File: src/sv/tpf_pkg.sv
// shared types and constants for the tcp port packet filter
package tpf_pkg;

  // payload widths
  localparam int unsigned BYTE_W  = 8;
  localparam int unsigned PORT_W  = 16;
  localparam int unsigned OFS_W   = 16;
  localparam int unsigned LEN_W   = 17;
  localparam int unsigned CAP_W   = 11;
  localparam int unsigned HW_W    = 4;
  localparam int unsigned TCPS_W  = 8;

  // frame layout
  localparam logic [OFS_W-1:0]  OFS_ETYPE_HI = 16'd12;
  localparam logic [OFS_W-1:0]  OFS_ETYPE_LO = 16'd13;
  localparam logic [OFS_W-1:0]  OFS_IHL      = 16'd14;
  localparam logic [OFS_W-1:0]  OFS_PROTO    = 16'd23;
  localparam logic [OFS_W-1:0]  OFS_MAX      = 16'hFFFF;
  localparam logic [TCPS_W-1:0] ETH_HDR_LEN  = 8'd14;
  localparam logic [TCPS_W-1:0] TCP_MIN_LEN  = 8'd20;
  localparam logic [LEN_W-1:0]  MIN_IP_FRAME = 17'd34;

  // header codes
  localparam logic [15:0] ETHERTYPE_IPV4 = 16'h0800;
  localparam logic [7:0]  PROTO_TCP      = 8'd6;
  localparam logic [PORT_W-1:0] PORT_RESET = 16'd80;

  // queue between parser and output stage
  localparam int unsigned Q_DEPTH = 2;
  localparam int unsigned Q_AW    = $clog2(Q_DEPTH);

  // per-frame verdict handed from the parser to the output stage
  typedef struct packed {
    logic              hdr_ok;
    logic [PORT_W-1:0] src_port;
    logic [CAP_W-1:0]  cap_len;
  } tpf_verdict_t;

endpackage

File: src/sv/tpf_ifs.sv
// channel interfaces: frame bytes in, verdicts out, port register writes

interface tpf_in_if;
  logic                       valid;
  logic                       ready;
  logic [tpf_pkg::BYTE_W-1:0] data_byte;
  logic                       frame_end;
  modport source (output valid, data_byte, frame_end, input ready);
  modport sink   (input valid, data_byte, frame_end, output ready);
endinterface

interface tpf_out_if;
  logic                      valid;
  logic                      ready;
  logic                      accepted;
  logic [tpf_pkg::CAP_W-1:0] capture_length;
  modport source (output valid, accepted, capture_length, input ready);
  modport sink   (input valid, accepted, capture_length, output ready);
endinterface

interface tpf_cfg_if;
  logic                       valid;
  logic                       ready;
  logic [tpf_pkg::PORT_W-1:0] match_port;
  modport source (output valid, match_port, input ready);
  modport sink   (input valid, match_port, output ready);
endinterface

File: src/sv/tpf_parse.sv
// front end: walks the frame bytes, captures header fields, builds the verdict
module tpf_parse #(
  parameter int unsigned CAPTURE_LIMIT = 1500
) (
  input  logic                       clk,
  input  logic                       rst_n,
  input  logic                       byte_valid,
  output logic                       byte_ready,
  input  logic [tpf_pkg::BYTE_W-1:0] data_byte,
  input  logic                       frame_end,
  output logic                       vrd_valid,
  input  logic                       vrd_ready,
  output tpf_pkg::tpf_verdict_t      vrd
);
  import tpf_pkg::*;

  localparam logic [LEN_W-1:0] CAP_LIM = LEN_W'(CAPTURE_LIMIT);

  logic [OFS_W-1:0]  byte_offset_r,  byte_offset_nxt;
  logic [15:0]       ether_type_r,   ether_type_nxt;
  logic [HW_W-1:0]   header_words_r, header_words_nxt;
  logic [7:0]        ip_protocol_r,  ip_protocol_nxt;
  logic [PORT_W-1:0] source_port_r,  source_port_nxt;

  logic              take;
  logic [TCPS_W-1:0] tcp_start;
  logic [TCPS_W-1:0] tcp_end;
  logic [LEN_W-1:0]  frame_len;
  logic [LEN_W-1:0]  clip_len;

  // every byte waits while a verdict could not be queued, closing byte or not
  assign byte_ready = vrd_ready;
  assign take       = byte_valid && byte_ready;

  // field capture, header length bypassed so a zero length hits byte 14
  always_comb begin
    ether_type_nxt   = ether_type_r;
    header_words_nxt = header_words_r;
    ip_protocol_nxt  = ip_protocol_r;
    source_port_nxt  = source_port_r;
    if (byte_offset_r == OFS_ETYPE_HI) begin
      ether_type_nxt[15:8] = data_byte;
    end else if (byte_offset_r == OFS_ETYPE_LO) begin
      ether_type_nxt[7:0] = data_byte;
    end
    if (byte_offset_r == OFS_IHL) begin
      header_words_nxt = data_byte[HW_W-1:0];
    end
    if (byte_offset_r == OFS_PROTO) begin
      ip_protocol_nxt = data_byte;
    end
    tcp_start = ETH_HDR_LEN + {2'b00, header_words_nxt, 2'b00};
    if (byte_offset_r == OFS_W'(tcp_start)) begin
      source_port_nxt[15:8] = data_byte;
    end else if (byte_offset_r == OFS_W'(tcp_start) + OFS_W'(1)) begin
      source_port_nxt[7:0] = data_byte;
    end
    tcp_end = tcp_start + TCP_MIN_LEN;
  end

  // saturating byte counter
  assign byte_offset_nxt = (byte_offset_r == OFS_MAX) ? byte_offset_r
                                                      : byte_offset_r + OFS_W'(1);

  // verdict for the closing byte
  assign frame_len = {1'b0, byte_offset_r} + LEN_W'(1);
  assign clip_len  = (frame_len > CAP_LIM) ? CAP_LIM : frame_len;

  always_comb begin
    vrd.hdr_ok   = (frame_len >= MIN_IP_FRAME)
                && (LEN_W'(tcp_end) <= frame_len)
                && (ether_type_nxt == ETHERTYPE_IPV4)
                && (ip_protocol_nxt == PROTO_TCP);
    vrd.src_port = source_port_nxt;
    vrd.cap_len  = clip_len[CAP_W-1:0];
  end

  assign vrd_valid = byte_valid && frame_end;

  // frame state, cleared after every frame end
  always_ff @(posedge clk) begin
    if (!rst_n) begin
      byte_offset_r  <= '0;
      ether_type_r   <= '0;
      header_words_r <= '0;
      ip_protocol_r  <= '0;
      source_port_r  <= '0;
    end else if (take) begin
      if (frame_end) begin
        byte_offset_r  <= '0;
        ether_type_r   <= '0;
        header_words_r <= '0;
        ip_protocol_r  <= '0;
        source_port_r  <= '0;
      end else begin
        byte_offset_r  <= byte_offset_nxt;
        ether_type_r   <= ether_type_nxt;
        header_words_r <= header_words_nxt;
        ip_protocol_r  <= ip_protocol_nxt;
        source_port_r  <= source_port_nxt;
      end
    end
  end

endmodule

File: src/sv/tpf_queue.sv
// short verdict queue between the parser and the output stage
module tpf_queue (
  input  logic                  clk,
  input  logic                  rst_n,
  input  logic                  push_valid,
  output logic                  push_ready,
  input  tpf_pkg::tpf_verdict_t push_data,
  output logic                  pop_valid,
  input  logic                  pop_ready,
  output tpf_pkg::tpf_verdict_t pop_data
);
  import tpf_pkg::*;

  tpf_verdict_t     slot_r [Q_DEPTH];
  logic [Q_AW-1:0]  wr_ptr_r, rd_ptr_r;
  logic [Q_AW:0]    count_r;
  logic             do_push, do_pop;

  assign push_ready = (count_r != (Q_AW+1)'(Q_DEPTH));
  assign pop_valid  = (count_r != '0);
  assign pop_data   = slot_r[rd_ptr_r];
  assign do_push    = push_valid && push_ready;
  assign do_pop     = pop_valid && pop_ready;

  // entry storage
  always_ff @(posedge clk) begin
    if (do_push) begin
      slot_r[wr_ptr_r] <= push_data;
    end
  end

  // pointers and fill count
  always_ff @(posedge clk) begin
    if (!rst_n) begin
      wr_ptr_r <= '0;
      rd_ptr_r <= '0;
      count_r  <= '0;
    end else begin
      if (do_push) begin
        wr_ptr_r <= (wr_ptr_r == Q_AW'(Q_DEPTH-1)) ? '0 : wr_ptr_r + Q_AW'(1);
      end
      if (do_pop) begin
        rd_ptr_r <= (rd_ptr_r == Q_AW'(Q_DEPTH-1)) ? '0 : rd_ptr_r + Q_AW'(1);
      end
      if (do_push && !do_pop) begin
        count_r <= count_r + (Q_AW+1)'(1);
      end else if (do_pop && !do_push) begin
        count_r <= count_r - (Q_AW+1)'(1);
      end
    end
  end

endmodule

File: src/sv/tpf_emit.sv
// back end: port match against the register and the output holding stage
module tpf_emit (
  input  logic                       clk,
  input  logic                       rst_n,
  input  logic                       vrd_valid,
  output logic                       vrd_ready,
  input  tpf_pkg::tpf_verdict_t      vrd,
  input  logic                       cfg_valid,
  input  logic [tpf_pkg::PORT_W-1:0] cfg_port,
  output logic                       res_valid,
  input  logic                       res_ready,
  output logic                       accepted,
  output logic [tpf_pkg::CAP_W-1:0]  capture_length
);
  import tpf_pkg::*;

  logic [PORT_W-1:0] match_port_r;
  logic              out_valid_r;
  logic              accepted_r;
  logic [CAP_W-1:0]  capture_length_r;
  logic              load;

  // port register
  always_ff @(posedge clk) begin
    if (!rst_n) begin
      match_port_r <= PORT_RESET;
    end else if (cfg_valid) begin
      match_port_r <= cfg_port;
    end
  end

  // take a verdict whenever the holding stage is free or draining
  assign vrd_ready = !out_valid_r || res_ready;
  assign load      = vrd_valid && vrd_ready;

  always_ff @(posedge clk) begin
    if (!rst_n) begin
      out_valid_r <= 1'b0;
    end else if (vrd_ready) begin
      out_valid_r <= vrd_valid;
    end
  end

  // result payload
  always_ff @(posedge clk) begin
    if (load) begin
      accepted_r       <= vrd.hdr_ok && (vrd.src_port == match_port_r);
      capture_length_r <= vrd.cap_len;
    end
  end

  assign res_valid      = out_valid_r;
  assign accepted       = accepted_r;
  assign capture_length = capture_length_r;

endmodule

File: src/sv/tcp_port_packet_filter.sv
// top level of the ethernet ipv4 tcp source port filter
//
//  channel  | dir | handshake     | payload
//  in_ch    | in  | valid/ready   | data_byte[7:0], frame_end
//  out_ch   | out | valid/ready   | accepted, capture_length[10:0]
//  cfg_ch   | in  | valid/ready   | match_port[15:0]
//
// one byte is taken every cycle while in_ch.ready is high. the verdict of a
// closing byte is written into the verdict queue, then into the output
// register of the match stage. reset (rst_n low, synchronous) empties the
// queue, the output register and the frame state and sets match_port to 80.
// a stalled output holds its result; two more verdicts queue behind it, then
// in_ch.ready drops until the output drains. cfg_ch is always ready.
module tcp_port_packet_filter #(
  parameter int unsigned CAPTURE_LIMIT = 1500
) (
  input  logic             clk,
  input  logic             rst_n,
  tpf_in_if.sink           in_ch,
  tpf_out_if.source        out_ch,
  tpf_cfg_if.sink          cfg_ch
);
  import tpf_pkg::*;

  tpf_verdict_t vrd_push, vrd_pop;
  logic         push_valid, push_ready;
  logic         pop_valid, pop_ready;

  assign cfg_ch.ready = 1'b1;

  // byte parser
  tpf_parse #(
    .CAPTURE_LIMIT (CAPTURE_LIMIT)
  ) u_parse (
    .clk        (clk),
    .rst_n      (rst_n),
    .byte_valid (in_ch.valid),
    .byte_ready (in_ch.ready),
    .data_byte  (in_ch.data_byte),
    .frame_end  (in_ch.frame_end),
    .vrd_valid  (push_valid),
    .vrd_ready  (push_ready),
    .vrd        (vrd_push)
  );

  // verdict queue
  tpf_queue u_queue (
    .clk        (clk),
    .rst_n      (rst_n),
    .push_valid (push_valid),
    .push_ready (push_ready),
    .push_data  (vrd_push),
    .pop_valid  (pop_valid),
    .pop_ready  (pop_ready),
    .pop_data   (vrd_pop)
  );

  // match and output stage
  tpf_emit u_emit (
    .clk            (clk),
    .rst_n          (rst_n),
    .vrd_valid      (pop_valid),
    .vrd_ready      (pop_ready),
    .vrd            (vrd_pop),
    .cfg_valid      (cfg_ch.valid),
    .cfg_port       (cfg_ch.match_port),
    .res_valid      (out_ch.valid),
    .res_ready      (out_ch.ready),
    .accepted       (out_ch.accepted),
    .capture_length (out_ch.capture_length)
  );

endmodule

File: src/flat_wrapper.sv
// flat-port wrapper written by rule: the top's interface ports become plain ports
module tcp_port_packet_filter_flat import tpf_pkg::*;
#(
  parameter int unsigned CAPTURE_LIMIT = 1500
)
  (clk, rst_n, in_ch_valid, in_ch_data_byte, in_ch_frame_end, in_ch_ready, out_ch_valid, out_ch_accepted, out_ch_capture_length, out_ch_ready, cfg_ch_valid, cfg_ch_match_port, cfg_ch_ready);
  tpf_in_if in_ch_i ();
  tpf_out_if out_ch_i ();
  tpf_cfg_if cfg_ch_i ();
  input  logic clk;
  input  logic rst_n;
  input wire logic [$bits(in_ch_i.valid)-1:0] in_ch_valid;
  input wire logic [$bits(in_ch_i.data_byte)-1:0] in_ch_data_byte;
  input wire logic [$bits(in_ch_i.frame_end)-1:0] in_ch_frame_end;
  output wire logic [$bits(in_ch_i.ready)-1:0] in_ch_ready;
  output wire logic [$bits(out_ch_i.valid)-1:0] out_ch_valid;
  output wire logic [$bits(out_ch_i.accepted)-1:0] out_ch_accepted;
  output wire logic [$bits(out_ch_i.capture_length)-1:0] out_ch_capture_length;
  input wire logic [$bits(out_ch_i.ready)-1:0] out_ch_ready;
  input wire logic [$bits(cfg_ch_i.valid)-1:0] cfg_ch_valid;
  input wire logic [$bits(cfg_ch_i.match_port)-1:0] cfg_ch_match_port;
  output wire logic [$bits(cfg_ch_i.ready)-1:0] cfg_ch_ready;
  assign in_ch_i.valid = in_ch_valid;
  assign in_ch_i.data_byte = in_ch_data_byte;
  assign in_ch_i.frame_end = in_ch_frame_end;
  assign in_ch_ready = in_ch_i.ready;
  assign out_ch_valid = out_ch_i.valid;
  assign out_ch_accepted = out_ch_i.accepted;
  assign out_ch_capture_length = out_ch_i.capture_length;
  assign out_ch_i.ready = out_ch_ready;
  assign cfg_ch_i.valid = cfg_ch_valid;
  assign cfg_ch_i.match_port = cfg_ch_match_port;
  assign cfg_ch_ready = cfg_ch_i.ready;
  tcp_port_packet_filter #(.CAPTURE_LIMIT(CAPTURE_LIMIT)) u_core (.clk(clk), .rst_n(rst_n), .in_ch(in_ch_i), .out_ch(out_ch_i), .cfg_ch(cfg_ch_i));
endmodule
File: config.mk
export PLATFORM = sky130hd
export DESIGN_NAME = tcp_port_packet_filter_flat
export DESIGN_NICKNAME = d
export VERILOG_FILES = /design/src/sv/tpf_pkg.sv /design/src/sv/tpf_ifs.sv /design/src/sv/tpf_parse.sv /design/src/sv/tpf_queue.sv /design/src/sv/tpf_emit.sv /design/src/sv/tcp_port_packet_filter.sv /design/src/flat_wrapper.sv
export SDC_FILE = /design/constraint.sdc
export NUM_CORES = 1
export LEC_CHECK = 0
export BUFFER_PORTS_ARGS = -buffer_cell sky130_fd_sc_hd__buf_2
export CAP_MARGIN = 0
export CORE_MARGIN = 2
export CORE_UTILIZATION = 55
export DETAILED_ROUTE_END_ITERATION = 16
export PLACE_DENSITY = 0.79
export SETUP_SLACK_MARGIN = 0.3
export SLEW_MARGIN = 25
export SYNTH_ARGS = -nofsm -noshare
export SYNTH_HDL_FRONTEND = slang
export SYNTH_SLANG_ARGS = --single-unit
File: constraint.sdc
create_clock -name clk -period 4.4 [get_ports clk]
set_clock_uncertainty 0.1 [all_clocks]
set_input_delay 0.44 -clock clk [delete_from_list [all_inputs] [get_ports clk]]
set_output_delay 0.44 -clock clk [all_outputs]
set_load 0.01 [all_outputs]
==> impl_metrics.csv <==
group,metric,value,unit
run_status,status,"complete, no violations",
sta,setup_ws,446,ps
clock_tree,cts_tree,"yes",
sta,setup_viol,0,
synth,synth_seq_cells,150,
worst_setup_path,crit_path_start,"u_core.u_parse.byte_offset_r[0]",
worst_setup_path,critPathKind,"reg2reg",
drt,drt_iter0_drc,422,
sta,max_freq,0.253,GHz
worst_setup_path,worstReg2RegStart,"u_core.u_parse.byte_offset_r[0]",
synth,synth.largest_area_cell,"edfxtp_1",
sta,timing_hold_violations_final,0,
sta,tightest_slew,625,ps
final_layout,antenna_cells,0,
synth,ys.flop_type,"dfxtp_1",
placement,gp_congestion,0.894,
clock_tree,clock_path_buffers,2,
clock_tree,path_clk_slew,60,ps
drt,dr.pass1.iters,7,
power_and_ir_drop,ir_drop,0.281,mV
worst_setup_path,cpPeakStageDelay,480,ps
hold_path,hp-class,"in2reg",
floorplanning,io_pins,45,
drt,ant_nets,0,
sta,finalMaxSlewViolations,0,
final_layout,fin_nets,763,
drt,wirelength,16.4,mm
sta,final.period_utilization,89.9,%
floorplanning,die_w,120,microns
placement,pre_cts_slack,274,ps
synth,synth_fp_nets,720,
worst_setup_path,path_cells,"inv_2 > ha_4 > or4b_4 > nor4_4 > buf_4 > mux2i_4 > ha_4 > xnor2_1 > a2111o_1 > a211oi_4 > o211ai_4 > mux2_4",
drt,drc,0,
clock_tree,cts_made_buffers,17,
worst_setup_path,reg2regPathDepth,12,
drt,wl_per_cell,18.0,microns
sta,period_needed,3950,ps
drt,vias,5432,
worst_setup_path,r2r_end,"u_core.u_queue.slot_r[1][14]",
final_layout,mostFrequentLayoutCells,"dfxtp_1 (81), edfxtp_1 (68), nor2b_1 (58), nand2_1 (43), buf_2 (42)",
global_routing,grt_usage,23.9,%
floorplanning,core_area,13200,sq um
synth,async_flop_share,0,%
synth,syn_area,7410,sq um
sta,setup-tns-final,0,ps
power_and_ir_drop,powerDensity,425,nW/um^2
worst_setup_path,crit_path_end_kind,"flip-flop",
synth,synth.yosys.seq_area_share,49.7,%
worst_setup_path,cp.arrival,4020,ps
final_layout,area_growth,14.8,%
clock_tree,cts_max_level,4,
global_routing,globalRouteOverflowTotal,0,
placement,dp.final_hpwl,11.3,mm
worst_setup_path,startpoint_type,"flip-flop",
synth,syn_avg_cell_area,11.0,sq um
synth,synth_warnings,0,
sta,slew_headroom,57.5,%
floorplanning,start_util,56.2,%
placement,numPortBuffers,43,
final_layout,final_core_util,64.5,%
synth,synth_edf_count,68,
final_layout,drive_above_1_share,20.4,%
global_routing,grt_pass1_wl,26.8,mm
job,max_cap_viol_count,0,
worst_setup_path,r2r_slack,450,ps
final_layout,mostFrequentLayoutCell,"dfxtp_1",
synth,synth_cell_types,67,
floorplanning,fp.dieArea,14400,sq um
power_and_ir_drop,p_leak,0.00309,uW
worst_setup_path,endpoint,"u_core.u_queue.slot_r[1][14]",
global_routing,grt_max_degree,71,
synth,syn-instance-count,676,
hold_path,whs_path_depth,3,
floorplanning,die_y,120,microns
hold_path,holdCritStartpoint,"cfg_ch_match_port[4]",
clock_tree,clock_latency,420,ps
synth,yosysTopAreaCellShare,27.6,%
drt,routed_via_density,5.98,
worst_setup_path,worstPathMaxFanout,8,
floorplanning,num_rows,42,
global_routing,antenna_found_initial,0,
clock_tree,cts_num_sinks,150,
global_routing,grt_pass1_vias,5419,
worst_setup_path,cp_common_cell,"ha_4",
clock_tree,root_buffer,"clkbuf_16",
synth,ys_top_cells_by_area,"edfxtp_1 (28%), dfxtp_1 (22%), nor2b_1 (4.9%)",
sta,rsz0062_at_grt,"no",
worst_setup_path,crit_required,4470,ps
worst_setup_path,critical-path-slowest-cell,"or4b_4",
-- flip-flops by register name, summed over array words and instances, names as in the netlist, named ones only --
signal                         cells
u_core.u_queue.slot_r             56
u_core.u_emit.match_port_r        16
u_core.u_parse.byte_offset_r      16
u_core.u_parse.ether_type_r       16
u_core.u_parse.source_port_r      16
u_core.u_emit.capture_length      11
u_core.u_parse.ip_protocol_r       8
u_core.u_parse.header_words_r      4
u_core.u_queue.count_r             2
u_core.u_emit.accepted             1
u_core.u_emit.res_valid            1
u_core.u_queue.rd_ptr_r            1
u_core.u_queue.wr_ptr_r            1
-- metal layers --
layer	up-vias	GRT usage, %	part of all wire, %
met5	-	0	0
met4	0	11.5	3.0
met3	42	5.13	6.0
met2	193	40.0	49
met1	2619	29.3	42
li1	2578	-	-
-- cells in the mapped netlist, drive strengths merged (2+ instances only) --
cell,n
nor4bb,3
a21o,2
nand3b,4
buf,3
nor2b,58
nand4,10
a22oi,28
a21boi,8
ha,14
xnor2,11
edfxtp,68
nor4b,2
o2bb2ai,3
o21ai,37
inv,16
nand2b,5
and3,9
o211ai,21
nor3,12
or4,3
and4,7
xor2,22
a211oi,3
o21a,3
mux2i,36
mux2,34
clkbuf,35
or3,6
a2111oi,2
o2111a,3
nand2,43
and2,18
nand3,14
nor2,18
o22ai,3
a21oi,7
nor4,8
dfxtp,82
-- kinds of logic (layout without fill, tap and decap cells) --
| family | count (synthesis) | count (layout) | share of synthesized area (%) |
|---|---|---|---|
| AOI/OAI and AO/OA | 131 | 131 | 13.3 |
| xor gates and xnor gates | 33 | 33 | 3.90 |
| adders and majority gates | 14 | 14 | 2.36 |
| buffers and inverters | 54 | 110 | 2.84 |
| DFF | 150 | 150 | 49.7 |
| muxes | 70 | 70 | 10.4 |
| other | 1 | 1 | 0.0506 |
| and+or+nand+nor | 223 | 223 | 17.4 |
-- through the flow --
stage / instances / power [uW] / instance area (sq um) / hold slack (ps)
2_1_floorplan: 676 / 2030 / 7430 / 332
3_3_place_gp: 872 / 2180 / 7840 / 351
3_5_place_dp: 872 / 2200 / 7840 / 353
4_1_cts: 904 / 3630 / 8430 / 144
5_1_grt: 908 / 3750 / 8510 / 158
6_report: 908 / 3610 / 8510 / 151
-- how the worst min path moves through the flow --
stage | slack [ps] | end
after CTS | 140 | u_core.u_emit.match_port_r[4]
after floorplan | 330 | u_core.u_parse.source_port_r[0]
final | 150 | u_core.u_emit.match_port_r[4]
after global routing | 160 | u_core.u_emit.match_port_r[4]
after global placement | 350 | u_core.u_parse.source_port_r[15]
after detailed placement | 350 | u_core.u_parse.source_port_r[13]
-- worst max-delay path: cells and delay by family, from the launching register on --
family	cells	cell delay, ps
compound gates	3	1050
xor+xnor	1	120
fa+ha+maj	2	440
buf+inv	2	280
flops	1	320
mux	2	680
simple gates	2	710
-- layout make-up --
cell class | count | area (sq um)
multi-input cells | 472 | 3590
well taps | 176 | 220
clock buffers | 22 | 465
flip-flops and latches | 150 | 3690
fillers | 988 | 4680
clock inverters | 10 | 123
repair buffers | 62 | 360
inverters | 16 | 60.1
-- what timing repair did --
action                     4_1_cts  5_1_grt
buffers inserted                 0        4
pin swaps                        0        4
gates cloned                     0        0
setup endpoints to repair        2       50
gates resized for setup          1        8
hold buffers                     0        0
-- where the power goes --
part	switching, uW	internal (uW)
logic	320	226
clock network	559	872
registers	55.6	1580
total	934	2680
(Power assumes the default switching activity.)
